<file path="src/design/pidl_pkg.sv">
package pidl_pkg;

    localparam int CAPACITY_DEF = 128;
    localparam int POS_W        = 8;
    localparam int DATA_W       = 32;
    localparam int OP_W         = 3;
    localparam int STATUS_W     = 2;
    localparam int CNT_OUT_W    = 8;

    typedef enum logic [OP_W-1:0] {
        OP_READ    = 3'd0,
        OP_INSERT  = 3'd1,
        OP_REPLACE = 3'd2,
        OP_DELETE  = 3'd3,
        OP_CLEAR   = 3'd4
    } t_op;

    typedef enum logic [STATUS_W-1:0] {
        ST_OK    = 2'd0,
        ST_FULL  = 2'd1,
        ST_EMPTY = 2'd2,
        ST_RANGE = 2'd3
    } t_status;

    // Command broadcast to every cell for one accepted request.
    typedef struct packed {
        logic                     shift_up;
        logic                     shift_down;
        logic                     write;
        logic                     read;
        logic [POS_W-1:0]         pos;
        logic signed [DATA_W-1:0] value;
    } t_cell_cmd;

endpackage

</file>
<file path="src/design/pidl_ctrl.sv">
module pidl_ctrl #(
    parameter int CAPACITY = pidl_pkg::CAPACITY_DEF
) (
    input  logic                               i_clk,
    input  logic                               i_rst_n,
    input  logic                               i_accept,
    input  logic [pidl_pkg::OP_W-1:0]          i_operation,
    input  logic [pidl_pkg::POS_W-1:0]         i_position,
    input  logic signed [pidl_pkg::DATA_W-1:0] i_value,
    output pidl_pkg::t_cell_cmd                o_cmd,
    output pidl_pkg::t_status                  o_status,
    output logic [pidl_pkg::CNT_OUT_W-1:0]     o_count
);
    import pidl_pkg::*;

    localparam int CNT_W = $clog2(CAPACITY + 1);
    localparam int CMP_W = (CNT_W > POS_W) ? CNT_W : POS_W;
    localparam logic [CNT_W-1:0] CNT_FULL = CNT_W'(CAPACITY);

    logic [CNT_W-1:0] r_count;
    logic [CNT_W-1:0] n_count;
    logic [CMP_W-1:0] w_pos;
    logic [CMP_W-1:0] w_cnt;
    t_cell_cmd        w_cmd;

    assign w_pos = CMP_W'(i_position);
    assign w_cnt = CMP_W'(r_count);

    always_comb begin
        n_count          = r_count;
        o_status         = ST_OK;
        w_cmd.shift_up   = 1'b0;
        w_cmd.shift_down = 1'b0;
        w_cmd.write      = 1'b0;
        w_cmd.read       = 1'b0;
        w_cmd.pos        = i_position;
        w_cmd.value      = i_value;
        case (t_op'(i_operation))
            OP_INSERT: begin
                if (r_count == CNT_FULL) begin
                    o_status = ST_FULL;
                end else if (w_pos > w_cnt) begin
                    o_status = ST_RANGE;
                end else begin
                    w_cmd.shift_up = 1'b1;
                    w_cmd.write    = 1'b1;
                    n_count        = r_count + CNT_W'(1);
                end
            end
            OP_READ, OP_REPLACE, OP_DELETE: begin
                if (r_count == '0) begin
                    o_status = ST_EMPTY;
                end else if (w_pos >= w_cnt) begin
                    o_status = ST_RANGE;
                end else if (t_op'(i_operation) == OP_READ) begin
                    w_cmd.read = 1'b1;
                end else if (t_op'(i_operation) == OP_REPLACE) begin
                    w_cmd.write = 1'b1;
                end else begin
                    w_cmd.shift_down = 1'b1;
                    n_count          = r_count - CNT_W'(1);
                end
            end
            OP_CLEAR: begin
                n_count = '0;
            end
            default: begin
            end
        endcase
    end

    always_comb begin
        o_cmd            = w_cmd;
        o_cmd.shift_up   = w_cmd.shift_up & i_accept;
        o_cmd.shift_down = w_cmd.shift_down & i_accept;
        o_cmd.write      = w_cmd.write & i_accept;
        o_cmd.read       = w_cmd.read & i_accept;
    end

    always_ff @(posedge i_clk) begin
        if (!i_rst_n) begin
            r_count <= '0;
        end else if (i_accept) begin
            r_count <= n_count;
        end
    end

    assign o_count = CNT_OUT_W'(n_count);

endmodule

</file>
<file path="config.mk">
export PLATFORM = sky130hd
export DESIGN_NAME = pidl_ctrl
export DESIGN_NICKNAME = d
export VERILOG_FILES = /design/src/design/pidl_pkg.sv /design/src/design/pidl_ctrl.sv
export SDC_FILE = /design/constraint.sdc
export NUM_CORES = 1
export LEC_CHECK = 0
export ABC_AREA = 1
export BUFFER_PORTS_ARGS = -buffer_cell sky130_fd_sc_hd__buf_2
export CELL_PAD_IN_SITES_DETAIL_PLACEMENT = 1
export CELL_PAD_IN_SITES_GLOBAL_PLACEMENT = 2
export CORE_ASPECT_RATIO = 1.5
export CORE_UTILIZATION = 21
export CTS_CLUSTER_SIZE = 40
export DETAILED_ROUTE_END_ITERATION = 16
export HOLD_SLACK_MARGIN = 0.15
export PLACE_DENSITY = 0.93
export SYNTH_ARGS = -nofsm -noshare
export SYNTH_HDL_FRONTEND = slang
export SYNTH_SLANG_ARGS = --single-unit
</file>
<file path="constraint.sdc">
create_clock -name i_clk -period 4.7 [get_ports i_clk]
set_clock_uncertainty 0.15 [all_clocks]
set_input_delay 0.47 -clock i_clk [delete_from_list [all_inputs] [get_ports i_clk]]
set_output_delay 0.47 -clock i_clk [all_outputs]
set_load 0.02 [all_outputs]
</file>
==> results of run 1 <==
[cell usage after synthesis]
library cell / instances
nand2_1: 59
buf_4: 41
inv_1: 38
nand3_1: 24
nor2_1: 21
a21oi_1: 13
ha_1: 10
dfxtp_1: 8
nand4_1: 7
o21ai_0: 6
o211ai_1: 5
xor2_1: 5
buf_2: 4
a21oi_2: 2
inv_2: 2
nor4_1: 2
a21o_1: 1
buf_6: 1
clkbuf_1: 1
inv_6: 1
nand2_2: 1
nand2_4: 1
nand3_2: 1
nor2_2: 1
nor2_8: 1
nor3_4: 1
o21ai_1: 1
o21ai_2: 1
o21bai_1: 1
o22ai_1: 1
or2_4: 1
[layer usage]
layer / wire [um] / vias to the layer above / track usage, % / part of all wire (%)
li1: - / 777 / - / -
met1: 1810 / 728 / 13.3 / 39
met2: 2520 / 37 / 23.7 / 54
met3: 222 / 14 / 1.96 / 4.8
met4: 92 / 0 / 5.88 / 2.0
met5: 0 / - / 0 / 0
[report_power, final]
part | switching (mW) | internal [mW] | total [mW]
clock | 0.0344 | 0.0562 | 0.0905
combinational | 0.125 | 0.0596 | 0.184
sequential | 0.0129 | 0.0735 | 0.0864
total | 0.172 | 0.189 | 0.361
[layout make-up]
| class | count | area [um^2] |
|---|---|---|
| inverter | 41 | 159 |
| tap | 100 | 125 |
| sequential | 8 | 160 |
| fill | 989 | 5660 |
| multi-input combinational | 166 | 910 |
| timing repair buffer | 35 | 175 |
| clock buffer | 3 | 41.3 |
[worst max-delay path: cells and delay by family (launching register included)]
| kind | cells | cell delay, ps |
|---|---|---|
| buffers and inverters | 4 | 400 |
| adder cells (fa/ha/maj) | 1 | 320 |
| AND/OR/NAND/NOR | 10 | 1210 |
| flip-flops | 1 | 560 |
[worst max path at each step]
| stage | startpoint | end | slack (ps) | cells past startpoint |
|---|---|---|---|---|
| floorplan | r_count[3] | o_cmd[40] | 2200 | 10 |
| global placement | r_count[3] | o_count[0] | 1670 | 15 |
| detailed placement | r_count[3] | o_count[0] | 1610 | 15 |
| CTS | r_count[3] | o_count[0] | 1340 | 15 |
| global route | r_count[3] | o_count[0] | 1030 | 15 |
| finish | r_count[3] | o_count[0] | 1350 | 15 |
[metrics by stage]
step	worst slack (ps)	hold WS, ps	power (mW)
after detailed placement	1610	501	0.274
after floorplan	2200	404	0.263
after CTS	1340	348	0.364
final	1350	346	0.361
after global placement	1670	486	0.269
after global routing	1030	366	0.390
[cells by family (layout without fill, tap and decap cells)]
kind of cell	after synthesis	count (layout)	synth area share, %
AO/OA/AOI/OAI	31	31	11.8
buffers and inverters	88	79	31.9
adder cells (fa/ha/maj)	10	10	7.96
flip-flops	8	8	10.2
XOR/XNOR	5	5	2.79
AND/OR/NAND/NOR	120	120	35.4
==> run_results.csv, run 1 <==
group,metric,value,unit
clocking,insertion_delay,240,ps
worst_setup_path,crit_top_cell,"nand2_1",
yosys,ys.warnings.count,0,
global_routing,grt_max_degree,15,
worst_setup_path,slowest_delay,560,ps
clocking,cts_tree,"built",
clocking,clock_sinks,8,
final_layout,finish.utilization,21.7,%
power_and_ir_drop,p_leak,0.881,nW
final_layout,layout_common_cells,"59 x nand2_1, 38 x inv_1, 35 x buf_2",
worst_setup_path,critical_path_class,"reg -> out",
clocking,clk_pin_slew,50,ps
yosys,synth_area,0.00157,mm^2
worst_hold_path,hold_path_end,"r_count[2]",
route,ant_nets,0,
final_layout,drive_gt1_share,20.2,%
clocking,cts_resized,0,
placed_design,placed_cell_area,0.00153,mm^2
yosys,synth_top_area_share,19.6,%
sta,hold_viol,0,
clocking,cts_setup_buffers,0,
worst_setup_path,r2r_end,"r_count[1]",
power_and_ir_drop,p_per_area,230,mW/mm^2
worst_setup_path,reg2reg_slack,1990,ps
worst_setup_path,crit_arrival,2730,ps
final_layout,top_regs,"r_count: 8 flops",
worst_setup_path,endpoint_kind,"output port",
sta,rsz0062_at_grt,"false",
worst_hold_path,hp-start,"i_rst_n",
run,maxCapViolCount,0,
yosys,syn_area_per_cell,6.00,um^2
yosys,synthTopCellsByArea,"buf_4 20%, nand2_1 14%, dfxtp_1 10%",
worst_setup_path,rr_startpoint,"r_count[3]",
yosys,syn_inst,262,
die,die_area,0.00784,mm^2
final_layout,nets,311,
worst_setup_path,critPathLaunchType,"flop",
sta,fin_crit,3350,ps
worst_setup_path,crit_slowest_cell,"dfxtp_1",
yosys,ys_types,31,
power_and_ir_drop,ir_worst_vdd,0.0852,mV
die,initial_core_util,21.7,%
final_layout,largest_reg_flops,8,
sta,post-route-period-util,71.2,%
worst_setup_path,critPathMaxFanout,14,
worst_setup_path,r2r_cells,16,
route,routed_wl,4650,um
final_layout,antenna_cells,0,
yosys,synth_area_leader_cell,"buf_4",
route,drc,0,
route,drt_pass1_iterations,4,
route,vias_per_cell,4.41,
global_routing,grt_pass1_wl,7670,um
sta,slew_headroom,51.6,%
clocking,ctsHoldBuffers,0,
sta,finalSetupViolations,0,
die,fp.dieH,108,um
worst_hold_path,hold_depth,3,
route,drt_iter0_drc,20,
worst_setup_path,required,4080,ps
sta,worstMarginPinSlew,723,ps
worst_hold_path,hold_path_class,"in -> reg",
clocking,cts_buffers,3,
final_layout,final_cell_count_no_fill,353,
route,num_vias,1556,
placed_design,dp_hpwl,3910,um
global_routing,grt_pass1_vias,1644,
die,die_x,72.6,um
global_routing,grt_overflow,0,
final_layout,layout_commonest_cell,"nand2_1",
route,post_drt_wl_per_cell,13.2,um
global_routing,grt_util_all_layers,12.6,%
placed_design,io_buffer_count,35,
sta,slew_viol_final,0,
global_routing,antenna_found_initial,0,
die,row_count,38,
worst_setup_path,worstPathCellList,"inv_1, ha_1, nand2_1, inv_1, nand2_1, nand2_1, nand2_1, nand2_1, nand2_1, nand2_1, nand2_1, nand4_1, nand2_1, inv_1, buf_2",
die,core-area,0.00723,mm^2
final_layout,design_area,0.00157,mm^2
clocking,clock_path_buffers,2,
clocking,root_buffer,"clkbuf_8",
sta,tns,0,ps
sta,fmax,0.299,GHz
placed_design,globalplace.congestion,0.879,
placed_design,dp_cells,350,
yosys,ys_ff_latch,8,
clocking,cts-htree-levels,1,
outcome,outcome,"complete, no violations",
yosys,syn-num-nets,318,
final_layout,regMostFlops,"r_count",
die,top_level_ports,100,
final_layout,area.growth.synth_to_final,-0.0794,%
yosys,ys_seq_area_share,10.2,%
(Power assumes the default switching activity.)
==> run 2: changes to the inputs <==
--- a/config.mk
+++ b/config.mk
@@ -10,11 +10,11 @@
 export CELL_PAD_IN_SITES_DETAIL_PLACEMENT = 1
 export CELL_PAD_IN_SITES_GLOBAL_PLACEMENT = 2
 export CORE_ASPECT_RATIO = 1.5
-export CORE_UTILIZATION = 21
+export CORE_UTILIZATION = 20
 export CTS_CLUSTER_SIZE = 40
 export DETAILED_ROUTE_END_ITERATION = 16
 export HOLD_SLACK_MARGIN = 0.15
-export PLACE_DENSITY = 0.93
+export PLACE_DENSITY = 0.9
 export SYNTH_ARGS = -nofsm -noshare
 export SYNTH_HDL_FRONTEND = slang
 export SYNTH_SLANG_ARGS = --single-unit
==> constraint.sdc (replaced) <==
create_clock -name i_clk -period 3.3 [get_ports i_clk]
set_clock_uncertainty 0.15 [all_clocks]
set_input_delay 0.33 -clock i_clk [delete_from_list [all_inputs] [get_ports i_clk]]
set_output_delay 0.33 -clock i_clk [all_outputs]
set_load 0.02 [all_outputs]
==> run 2 against run 1 <==
Die area increased by 4.9%. Clock-buffer cell count unchanged. Worst setup slack lost 1100 ps. Via count up 2.4%. First-iteration DRC count is the same. Final area rose by 4.5%. Non-clock buffer count rose by 4.
==> run_results.csv, run 2 (synthesis gave the netlist of run 1 again) <==
group,metric,value,unit
sta,worstMarginPinSlew,463,ps
clocking,clock_sinks,8,
route,routed_wl,4840,um
clocking,clk_pin_slew,40,ps
power_and_ir_drop,p_per_area,369,mW/mm^2
final_layout,nets,315,
final_layout,top_regs,"r_count: 8 flops",
run,maxCapViolCount,0,
die,row_count,39,
final_layout,drive_gt1_share,22.2,%
power_and_ir_drop,power.total,606,uW
die,die_area,0.00822,mm^2
final_layout,layout_commonest_cell,"nand2_1",
clocking,cts_setup_buffers,0,
worst_hold_path,hold_path_class,"in -> reg",
sta,finalSetupViolations,0,
sta,tns,0,ps
final_layout,final_cell_count_no_fill,359,
sta,slew_headroom,68.8,%
route,vias_per_cell,4.44,
clocking,cts_tree,"built",
clocking,insertion_delay,240,ps
placed_design,place_ws,340,ps
die,core-area,0.00761,mm^2
worst_setup_path,setup.worst_path.start,"r_count[5]",
final_layout,layout_common_cells,"58 x nand2_1, 38 x inv_1, 35 x buf_2",
clocking,cts_buffers,3,
route,post_drt_wl_per_cell,13.5,um
sta,timing.final.ws_setup,223,ps
placed_design,dp_hpwl,3970,um
die,top_level_ports,100,
outcome,outcome,"complete, no violations",
global_routing,antenna_found_initial,0,
sta,fmax,0.325,GHz
worst_setup_path,required,2820,ps
worst_hold_path,hp-start,"i_rst_n",
power_and_ir_drop,p_leak,0.916,nW
final_layout,largest_reg_flops,8,
route,ant_nets,0,
clocking,cts-htree-levels,1,
die,fp.dieH,111,um
worst_setup_path,critical_path_class,"reg -> out",
die,initial_core_util,20.6,%
sta,hold_viol,0,
clocking,clock_path_buffers,2,
worst_hold_path,hold_depth,3,
sta,slew_viol_final,0,
final_layout,area.growth.synth_to_final,4.38,%
route,drc,0,
route,drt_iter0_drc,20,
placed_design,dp_cells,356,
clocking,ctsHoldBuffers,0,
clocking,root_buffer,"clkbuf_16",
global_routing,grt_util_all_layers,12.6,%
die,die_x,74.4,um
global_routing,grt_overflow,0,
sta,post-route-period-util,93.3,%
placed_design,io_buffer_count,35,
worst_setup_path,crit_arrival,2600,ps
route,drt_pass1_iterations,4,
worst_setup_path,endpoint_kind,"output port",
worst_setup_path,critPathMaxFanout,7,
worst_setup_path,critPathLaunchType,"flop",
global_routing,grt_pass1_vias,1717,
worst_setup_path,r2r_cells,14,
final_layout,regMostFlops,"r_count",
sta,fin_crit,3080,ps
final_layout,antenna_cells,0,
global_routing,grt_pass1_wl,7940,um
placed_design,globalplace.congestion,0.841,
route,num_vias,1594,
sta,rsz0062_at_grt,"false",
worst_setup_path,rr_startpoint,"r_count[5]",
power_and_ir_drop,ir_worst_vdd,0.139,mV
global_routing,grt_max_degree,15,
-- run 2: path summary, 6_finish.rpt --
kind	end	slack, ps
worst max-delay path	o_count[4]	220
worst min-delay path	r_count[2]	210
worst max register to register	r_count[1]	780
worst min register to register	r_count[1]	500
-- run 2: final cells by class --
class,instances,area [um^2]
Inverter,41,159
Tap cell,102,128
Multi-Input combinational cell,166,912
Sequential cell,8,161
Timing Repair Buffer,39,205
Fill cell,1029,5970
Clock buffer,3,75.1
-- run 2: critical path, stage by stage (launching register included) --
cell and delay [ps]:
dfxtp_1 490, inv_2 110, ha_1 310, nand2_1 70, a21oi_1 60, nor2_1 210, nand3_2 190, nor2_2 320
nand2_1 90, nand2_1 70, nand3_1 100, nand3_1 150, buf_2 180
-- run 2: metal layers --
layer  vias up  routed length [um]  GRT usage [%]
met4         0                 223           7.92
met2        46                2560           22.4
li1        784                   -              -
met1       743                1890           13.6
met5         -                   0              0
met3        21                 173           1.19
-- run 2: what timing repair did --
action	in CTS	in global routing
setup endpoints to repair	0	10
endpoints found under the hold margin	0	0
resized for setup	0	2
-- run 2: through the flow --
| step | util [%] | area [um^2] | hold slack (ps) |
|---|---|---|---|
| 6_report | 21.5 | 1640 | 214 |
| 5_1_grt | 21.5 | 1640 | 220 |
| 4_1_cts | 21.5 | 1640 | 214 |
| 3_5_place_dp | 20.5 | 1560 | 459 |
| 3_3_place_gp | 20.5 | 1560 | 449 |
| 2_1_floorplan | - | 1570 | 318 |
-- run 2: where the power goes --
part	total [mW]	internal (mW)	leakage, nW	switching, mW
clock	0.210	0.157	0.0370	0.0533
combinational	0.274	0.0900	0.812	0.184
sequential	0.121	0.105	0.0665	0.0161
total	0.606	0.352	0.916	0.254
