<file path="src/design/pidl_pkg.sv">
package pidl_pkg;

    localparam int CAPACITY_DEF = 128;
    localparam int POS_W        = 8;
    localparam int DATA_W       = 32;
    localparam int OP_W         = 3;
    localparam int STATUS_W     = 2;
    localparam int CNT_OUT_W    = 8;

    typedef enum logic [OP_W-1:0] {
        OP_READ    = 3'd0,
        OP_INSERT  = 3'd1,
        OP_REPLACE = 3'd2,
        OP_DELETE  = 3'd3,
        OP_CLEAR   = 3'd4
    } t_op;

    typedef enum logic [STATUS_W-1:0] {
        ST_OK    = 2'd0,
        ST_FULL  = 2'd1,
        ST_EMPTY = 2'd2,
        ST_RANGE = 2'd3
    } t_status;

    // Command broadcast to every cell for one accepted request.
    typedef struct packed {
        logic                     shift_up;
        logic                     shift_down;
        logic                     write;
        logic                     read;
        logic [POS_W-1:0]         pos;
        logic signed [DATA_W-1:0] value;
    } t_cell_cmd;

endpackage

</file>
<file path="src/design/pidl_cell.sv">
module pidl_cell #(
    parameter int CAPACITY = pidl_pkg::CAPACITY_DEF,
    parameter int IDX      = 0
) (
    input  logic                               i_clk,
    input  pidl_pkg::t_cell_cmd                i_cmd,
    input  logic signed [pidl_pkg::DATA_W-1:0] i_left,
    input  logic signed [pidl_pkg::DATA_W-1:0] i_right,
    output logic signed [pidl_pkg::DATA_W-1:0] o_data,
    output logic signed [pidl_pkg::DATA_W-1:0] o_rd
);
    import pidl_pkg::*;

    localparam int IW = ($clog2(CAPACITY) > POS_W) ? $clog2(CAPACITY) : POS_W;
    localparam logic [IW-1:0] MY_IDX = IW'(IDX);

    logic signed [DATA_W-1:0] r_data;
    logic signed [DATA_W-1:0] n_data;
    logic [IW-1:0]            w_pos;
    logic                     w_eq;
    logic                     w_gt;

    assign w_pos = IW'(i_cmd.pos);
    assign w_eq  = (MY_IDX == w_pos);
    assign w_gt  = (MY_IDX > w_pos);

    // Insert takes the lower neighbor above the slot, delete takes the upper
    // neighbor from the slot on, and the slot itself takes the new value.
    always_comb begin
        n_data = r_data;
        if (i_cmd.shift_up && w_gt) begin
            n_data = i_left;
        end else if (i_cmd.shift_down && (w_gt || w_eq)) begin
            n_data = i_right;
        end else if (i_cmd.write && w_eq) begin
            n_data = i_cmd.value;
        end
    end

    always_ff @(posedge i_clk) begin
        r_data <= n_data;
    end

    assign o_data = r_data;
    assign o_rd   = (i_cmd.read && w_eq) ? r_data : '0;

endmodule

</file>
<file path="config.mk">
export PLATFORM = sky130hd
export DESIGN_NAME = pidl_cell
export DESIGN_NICKNAME = d
export VERILOG_FILES = /design/src/design/pidl_pkg.sv /design/src/design/pidl_cell.sv
export SDC_FILE = /design/constraint.sdc
export NUM_CORES = 1
export LEC_CHECK = 0
export BUFFER_PORTS_ARGS = -buffer_cell sky130_fd_sc_hd__buf_2
export CAP_MARGIN = 20
export CELL_PAD_IN_SITES_DETAIL_PLACEMENT = 2
export CELL_PAD_IN_SITES_GLOBAL_PLACEMENT = 2
export CORE_ASPECT_RATIO = 1.4
export CORE_UTILIZATION = 21
export DETAILED_ROUTE_END_ITERATION = 8
export PLACE_DENSITY_LB_ADDON = 0.1
export SETUP_SLACK_MARGIN = 0.1
export SYNTH_ARGS = -nofsm -noshare
export SYNTH_HDL_FRONTEND = slang
export SYNTH_SLANG_ARGS = --single-unit
</file>
<file path="constraint.sdc">
create_clock -name i_clk -period 4.5 [get_ports i_clk]
set_input_delay 0.9 -clock i_clk [delete_from_list [all_inputs] [get_ports i_clk]]
set_output_delay 0.9 -clock i_clk [all_outputs]
set_load 0.005 [all_outputs]
</file>
==> metrics.cfg, run 1 <==
[status]
outcome = complete, no violations

[timing]
post-route-period-util_pct = 70.9
relSlewSlack_pct = 54.4
fmax_ghz = 0.314
slew_violations = 0
grt_setup_unrepaired = false
period_needed_ns = 3.19
setup_tns_ns = 0
setup_violations = 0
hold_violations = 0
whs_ns = 0.917
tightest_slew_ns = 0.684

[routing]
firstDrtPassIters = 3
vias = 1449
antenna_left = 0
wl_per_cell_um = 14.3
viasPerCell = 4.15
drc_errors = 0
first_iter_violations = 12
wirelength_um = 4990

[worst_setup_path]
crit_path_top_delay_cell = and3_2
critPathTopFamily = simple AND/OR/NAND/NOR gates
cp_max_fo = 32
cp.buffers_inverters = 2
worstPathCellList = buf_2 -> nor4_2 -> and3_2 -> and2_1 -> buf_2
startpoint = i_cmd[33]
arrival_ns = 2.29
start_kind = input port
max_stage_delay_ns = 0.57
crit_end = o_rd[0]
cp.depth = 5
cpMostUsedCell = buf_2
setup.worst_path.end_class = primary output
critPathRequiredTime_ns = 3.60
worstSetupPathType = input port to primary output

[placement]
post-dp-hpwl_um = 3860
place_area_sq_um = 2520
gp_congestion = 0.669
io_buffers = 139
dp_cells = 342

[logic_synthesis]
synth.top_cell.area_share_pct = 55.5
syn_inst = 107
synth.cell_area_sq_um = 1730
ys_top_cells_by_area = edfxtp_1 (55%), mux2_4 (26%), and2_1 (12%)
synth.avg_cell_area_sq_um = 16.2
synth_warnings = 0
ys_types = 10
yosysTopAreaCell = edfxtp_1
synth-seq-area-share_pct = 55.5
synthesis.nets = 216
yosys_register_bits = 32

[finish]
syn2layout_area_growth_pct = 50.1
largest_register_ffs = 32
nets = 358
fill_cells = 918
drive_gt1_share_pct = 73.5
diodes = 0
final_area_sq_um = 2600
stdcell_count = 349

[floorplanning]
row_count = 38
io_pins = 173
start_util_pct = 21.9
die_w_um = 78.7
core_sq_um = 7890
die_area_sq_um = 8620
die_y_um = 109

[cts]
path_clk_slew_ns = 0.07
cts-root-buf = clkbuf_8
cts_buffers = 5
postCtsSetupBuffers = 0
cts_buffer_depth = 2
cts_tree = done
hold_buffers = 0
cts_sinks = 32
cts_resized = 0
cts_htree_levels = 2

[global_route]
grtUsageTotal_pct = 11.6
grt_max_degree = 33
antenna_found_initial = 0
grt_overflow_total = 0
grt_pass1_wl_um = 7380
grt_pass1_vias = 1558

[power_and_ir_drop]
power_mw = 0.597
p_leak_nw = 1.35
powerDensity_nw_per_um2 = 230
ir_worst_vdd_mv = 0.0980

[hold_path]
hold_class = input port to register

[run]
drv_cap = 0

## per-layer routing
metal	part of all wire [%]	GRT usage, %	vias up
met1	34	10.9	689
met5	0	0	-
li1	-	-	670
met2	54	22.3	86
met3	10	4.48	4
met4	0.98	4.37	0
## placed cells by master (no fill, tap or decap), drive strengths merged
master and n:
clkbuf 6, nand3 1, clkinv 1, and2 32, buf 141, mux2 32
nor4 2, and3 1, o211a 1, edfxtp 32
## worst min-delay path by stage
stage / slack, ns / cells after the start / start / endpoint
6_report: 0.92 / 2 / i_right[22] / o_data[22]$_DFFE_PP_
5_1_grt: 0.90 / 2 / i_right[22] / o_data[22]$_DFFE_PP_
4_1_cts: 0.90 / 2 / i_cmd[17] / o_data[17]$_DFFE_PP_
3_5_place_dp: 1.20 / 2 / i_cmd[17] / o_data[17]$_DFFE_PP_
3_3_place_gp: 1.20 / 2 / i_cmd[1] / o_data[1]$_DFFE_PP_
2_1_floorplan: 1.12 / 1 / i_cmd[10] / o_data[10]$_DFFE_PP_
## layout make-up
type	instances	area [sq um]	area share [%]
multi-input combinational	69	726	27.9
clock buffer	6	72.6	2.79
clock inverter	1	5.00	0.192
tap	100	125	4.81
timing repair buffer	141	711	27.3
sequential	32	961	37.0
## Yosys cell counts
cell type  count
buf_6          3
mux2_4        30
mux2_2         2
and3_2         1
and2_1        32
clkbuf_1       3
nand3_2        1
nor4_2         2
o211a_1        1
edfxtp_1      32
## through the flow
stage,util [%],setup slack (ns)
3_3_place_gp,32.0,1.24
4_1_cts,32.9,1.22
3_5_place_dp,32.0,1.21
6_report,32.9,1.31
5_1_grt,32.9,1.12
2_1_floorplan,-,1.75
## cells by family after synthesis
family / Yosys count / synth area share (%)
buf+inv: 6 / 2.60
flops: 32 / 55.5
mux: 32 / 27.3
simple gates: 36 / 14.0
compound gates: 1 / 0.578
## power breakdown
part	switching [mW]	internal, mW
logic	0.0150	0.0427
registers	0.000316	0.329
clock network	0.105	0.105
total	0.121	0.476
Power figures use the tool's default switching activity.
==> run 2: changes to the inputs <==
- ABC_AREA: default -> 1
- CORE_UTILIZATION: 21 -> 15
- clock period: 4.5 -> 2.74 ns (I/O delays scaled with it)
==> run 2 against run 1 <==
Compared with the run above: flip-flop and latch count unchanged; via count up 33%; clock-buffer cell count down 1; sequential share of layout area down 1.7 points; critical path depth up 2; hold slack worse by 0.38 ns; synthesized cell count up 100%; critical path type unchanged; critical endpoint is now o_rd[26]; highest routed layer unchanged.
==> metrics.cfg, run 2 <==
[timing]
relSlewSlack_pct = 55.7
tightest_slew_ns = 0.662
period_needed_ns = 2.27
setup_tns_ns = 0
hold_violations = 0
fmax_ghz = 0.440
grt_setup_unrepaired = false
slew_violations = 0
post-route-period-util_pct = 83.0
setup_violations = 0

[worst_setup_path]
setup.worst_path.end_class = primary output
startpoint = i_cmd[37]
worstPathCellList = buf_2 -> nor2_1 -> nand2_1 -> nor2_4 -> nand2_2 -> nor2_1 -> buf_2
start_kind = input port
max_stage_delay_ns = 0.38
cp.buffers_inverters = 2
cp_max_fo = 32
worstSetupPathType = input port to primary output
arrival_ns = 1.73
critPathRequiredTime_ns = 2.19
cp.depth = 7
critPathTopFamily = simple AND/OR/NAND/NOR gates
crit_end = o_rd[26]
crit_path_top_delay_cell = nand2_2

[logic_synthesis]
async_flop_share_pct = 0
synth.most_common_cell = nand2_1
synth.avg_cell_area_sq_um = 8.00
ys_top_cells_by_area = edfxtp_1 (56%), nand2_1 (14%), nand3_1 (9.3%)
synthesis.nets = 324
synth_warnings = 0
yosysTopAreaCell = edfxtp_1
synth.cell_area_sq_um = 1720
yosys_register_bits = 32
ys_types = 11
synth-edff-count = 32
synth_common_cells = nand2_1 (66), nor2_1 (36), edfxtp_1 (32), inv_1 (32), nand3_1 (32)
ys.flop_type = edfxtp_1
synth.top_cell.area_share_pct = 55.9
synth-seq-area-share_pct = 55.9
syn_inst = 215

[finish]
layout_common_cells = buf_2 (139), nand2_1 (66), nor2_1 (36)
drive_gt1_share_pct = 43.9
stdcell_count = 496
largest_register_ffs = 32
post-route-util_pct = 24.8
final_area_sq_um = 2730
syn2layout_area_growth_pct = 58.5
nets = 463
final_common_cell = buf_2
diodes = 0

[routing]
wirelength_um = 6970
drc_errors = 0
firstDrtPassIters = 2
first_iter_violations = 46
wl_per_cell_um = 14.0
viasPerCell = 3.88
vias = 1925
antenna_left = 0

[global_route]
antenna_found_initial = 0
grt_max_degree = 33
grt_pass1_vias = 2020
grt_overflow_total = 0
grtUsageTotal_pct = 11.9
grt_pass1_wl_um = 10600

[cts]
cts_buffer_depth = 2
postCtsSetupBuffers = 0
cts_sinks = 32
cts_htree_levels = 2
cts_buffers = 5
cts_resized = 0
hold_buffers = 0
cts-root-buf = clkbuf_16
cts_tree = done
path_clk_slew_ns = 0.05

[placement]
dp_cells = 488
io_buffers = 139
gp_congestion = 0.687
place_area_sq_um = 2590
post-dp-hpwl_um = 5320

[floorplanning]
die_w_um = 92.5
die_area_sq_um = 11900
io_pins = 173
start_util_pct = 15.7
row_count = 45
core_sq_um = 11000
die_y_um = 129

[hold_path]
holdCritStartpoint = i_cmd[14]
hold_class = input port to register
hold_depth = 3

[power_and_ir_drop]
powerDensity_nw_per_um2 = 433
ir_worst_vdd_mv = 0.188
p_leak_nw = 1.51
power_mw = 1.18

[run]
drv_cap = 0

[status]
outcome = complete, no violations

-- run 2: cell count changes after synthesis, moves of 3 or more --
| cell | change |
|---|---|
| and2_1 | -32 |
| buf_2 | +9 |
| nand3_1 | +32 |
| inv_1 | +32 |
| mux2_4 | -30 |
| nor2_1 | +36 |
| buf_6 | -3 |
| nand2_1 | +66 |
-- run 2: tightest hold or removal path, cell delays in order --
cell	delay, ns
buf_2	0.07
nand2_1	0.04
nand2_1	0.04
-- run 2: metal layers --
| layer | GRT usage, % | wire (um) |
|---|---|---|
| met5 | 0 | 0 |
| met4 | 4.14 | 86 |
| met3 | 3.43 | 475 |
| met2 | 23.7 | 4040 |
| met1 | 11.5 | 2370 |
-- run 2: cells by family (layout without fill, tap and decap cells) --
kind of cell,count (synthesis),count (layout),share of synthesized area [%]
AO/OA/AOI/OAI,1,1,0.437
AND/OR/NAND/NOR,137,137,33.0
buffers and inverters,45,185,10.7
flip-flops,32,32,55.9
-- run 2: final cells by class --
cell class	count	area, sq um
Sequential cell	32	961
Multi-Input combinational cell	138	576
Clock buffer	5	125
Inverter	32	120
Fill cell	1377	8250
Tap cell	141	176
Clock inverter	3	13.8
Timing Repair Buffer	145	753
-- run 2: report_power, final --
| part | switching, mW | leakage (nW) | internal (mW) |
|---|---|---|---|
| sequential | 0.000700 | 0.288 | 0.540 |
| clock | 0.218 | 0.0710 | 0.330 |
| combinational | 0.0405 | 1.16 | 0.0501 |
| total | 0.259 | 1.51 | 0.921 |
-- run 2: worst min path at each step --
stage,end,slack (ns)
after floorplan,o_data[0]$_DFFE_PP_,0.73
after global placement,o_data[6]$_DFFE_PP_,0.81
after detailed placement,o_data[14]$_DFFE_PP_,0.82
after CTS,o_data[14]$_DFFE_PP_,0.52
after global routing,o_data[6]$_DFFE_PP_,0.54
final,o_data[14]$_DFFE_PP_,0.53
-- run 2: per-stage QoR --
| step | hold slack [ns] | setup WS [ns] |
|---|---|---|
| 3_5_place_dp | 0.818 | 0.362 |
| 4_1_cts | 0.524 | 0.348 |
| 5_1_grt | 0.539 | 0.173 |
| 3_3_place_gp | 0.812 | 0.361 |
| 2_1_floorplan | 0.727 | 0.443 |
| 6_report | 0.533 | 0.467 |
==> run 3: changes to the inputs <==
- CORE_UTILIZATION: 15 -> 17
- clock period: 2.74 -> 2.1 ns (I/O delays scaled with it)
==> run 3 against run 2 <==
Compared with the run above: via count decreased by 0.31%; die area down 12%; sequential share of layout area shrank 0.13 points; global-route usage grew 0.63 points; flip-flop and latch count did not move; first-iteration DRC count down 37%; routed wire length fell by 9.1%; clock-buffer cell count rose by 2; worst setup slack lost 0.20 ns; critical path type unchanged; largest cell class unchanged.
==> metrics.cfg, run 3 (synthesized netlist as in run 2, its figures left out) <==
[power_and_ir_drop]
p_int_mw = 1.21
powerDensity_nw_per_um2 = 549
power_frac_seq_pct = 47.1
combPwrFrac_pct = 7.8
ir_worst_vdd_mv = 0.317
switchingPower_mw = 0.295
power_mw = 1.50
p_leak_nw = 1.53
swShare_pct = 19.6
pwr-share-clk_pct = 45.1

[worst_setup_path]
worstSetupPathType = input port to primary output
cp_max_fo = 20
arrival_ns = 1.42
setup.worst_path.end_class = primary output
critPathRequiredTime_ns = 1.68
start_kind = input port

[global_route]
met2_usage_pct = 24.8
grt_overflow_total = 0
antenna_found_initial = 1
grtUsageTotal_pct = 12.6
grt_pass1_wl_um = 9780
grt_pass1_vias = 1978
met3_usage_pct = 2.99
met1_usage_pct = 12.3
busiest_layer = met2
grt_max_degree = 32

[timing]
hold_violations = 0
setup_violations = 0
setup_tns_ns = 0
finalWorstSetupSlack_ns = 0.263
whs_ns = 0.416
tightest_slew_ns = 0.365
period_needed_ns = 1.84
slew_violations = 0
grt_setup_unrepaired = false
post-route-period-util_pct = 87.5
fmax_ghz = 0.544
relSlewSlack_pct = 75.6

[cts]
hold_buffers = 0
postCtsSetupBuffers = 0
path_clk_slew_ns = 0.05
cts_htree_levels = 2
cts_buffer_depth = 2
cts_buffers = 5
cts_resized = 0
cts-root-buf = clkbuf_16
cts_tree = done
cts_sinks = 32

[routing]
antenna_left = 0
first_iter_violations = 29
viasPerCell = 3.88
drc_errors = 0
wl_per_cell_um = 12.8
vias = 1919
wirelength_um = 6330
firstDrtPassIters = 6

[finish]
final_common_cell = buf_2
final_area_sq_um = 2740
nets = 467
post-route-util_pct = 27.8
fill_cells = 1221
drive_gt1_share_pct = 44.0
largest_register_ffs = 32
stdcell_count = 495
layout_common_cells = buf_2 (139), nand2_1 (66), nor2_1 (36)
syn2layout_area_growth_pct = 59.1

[floorplanning]
row_count = 43
start_util_pct = 17.5
core_sq_um = 9850
die_area_sq_um = 10500
die_w_um = 87.0
io_pins = 173
die_y_um = 121

[placement]
place_area_sq_um = 2600
post-dp-hpwl_um = 5070
dp_cells = 486
dp_slack_ns = 0.211
gp_congestion = 0.685
io_buffers = 139

[run]
drv_cap = 0

[status]
outcome = complete, no violations

[hold_path]
hold_class = input port to register

## run 3: changes by cell type in the layout (fill, tap and decap cells not counted), sizes merged
cell    before  now
buf        145  149
clkbuf       5    7
clkinv       3    1
diode        0    1
## run 3: layout make-up
cell class | count | area [sq um] | area share [%]
Antenna cell | 1 | 2.50 | 0.0915
Clock buffer | 7 | 133 | 4.85
Clock inverter | 1 | 3.75 | 0.137
Inverter | 32 | 120 | 4.39
Multi-Input combinational cell | 138 | 576 | 21.0
Sequential cell | 32 | 961 | 35.1
Tap cell | 135 | 169 | 6.18
Timing Repair Buffer | 149 | 771 | 28.2
## run 3: path summary, 6_finish.rpt
check  startpoint                    to  slack, ns  cells after the start
max     i_cmd[39]              o_rd[30]       0.26                      8
min     i_cmd[10]  o_data[10]$_DFFE_PP_       0.42                      3
## run 3: worst max-delay path: stages
cell     delay [ns]
buf_2          0.09
nor2_1         0.10
nand2_1        0.09
nor2_4         0.17
nand2_2        0.08
buf_4          0.22
nor2_1         0.11
buf_2          0.13
## run 3: per-layer routing
metal  vias to the layer above  wire [um]  part of all wire (%)
li1                        953          -                     -
met1                       898       2260                    36
met2                        66       3630                    57
met3                         2        400                   6.3
met4                         0         44                  0.69
met5                         -          0                     0
## run 3: power by group through the flow
stage               clock (mW)  sequential [mW]  combinational (mW)
floorplan                    0            0.719              0.0383
global placement             0            0.719               0.116
detailed placement           0            0.719               0.120
CTS                      0.714            0.706               0.121
global route             0.737            0.706               0.134
finish                   0.677            0.707               0.117
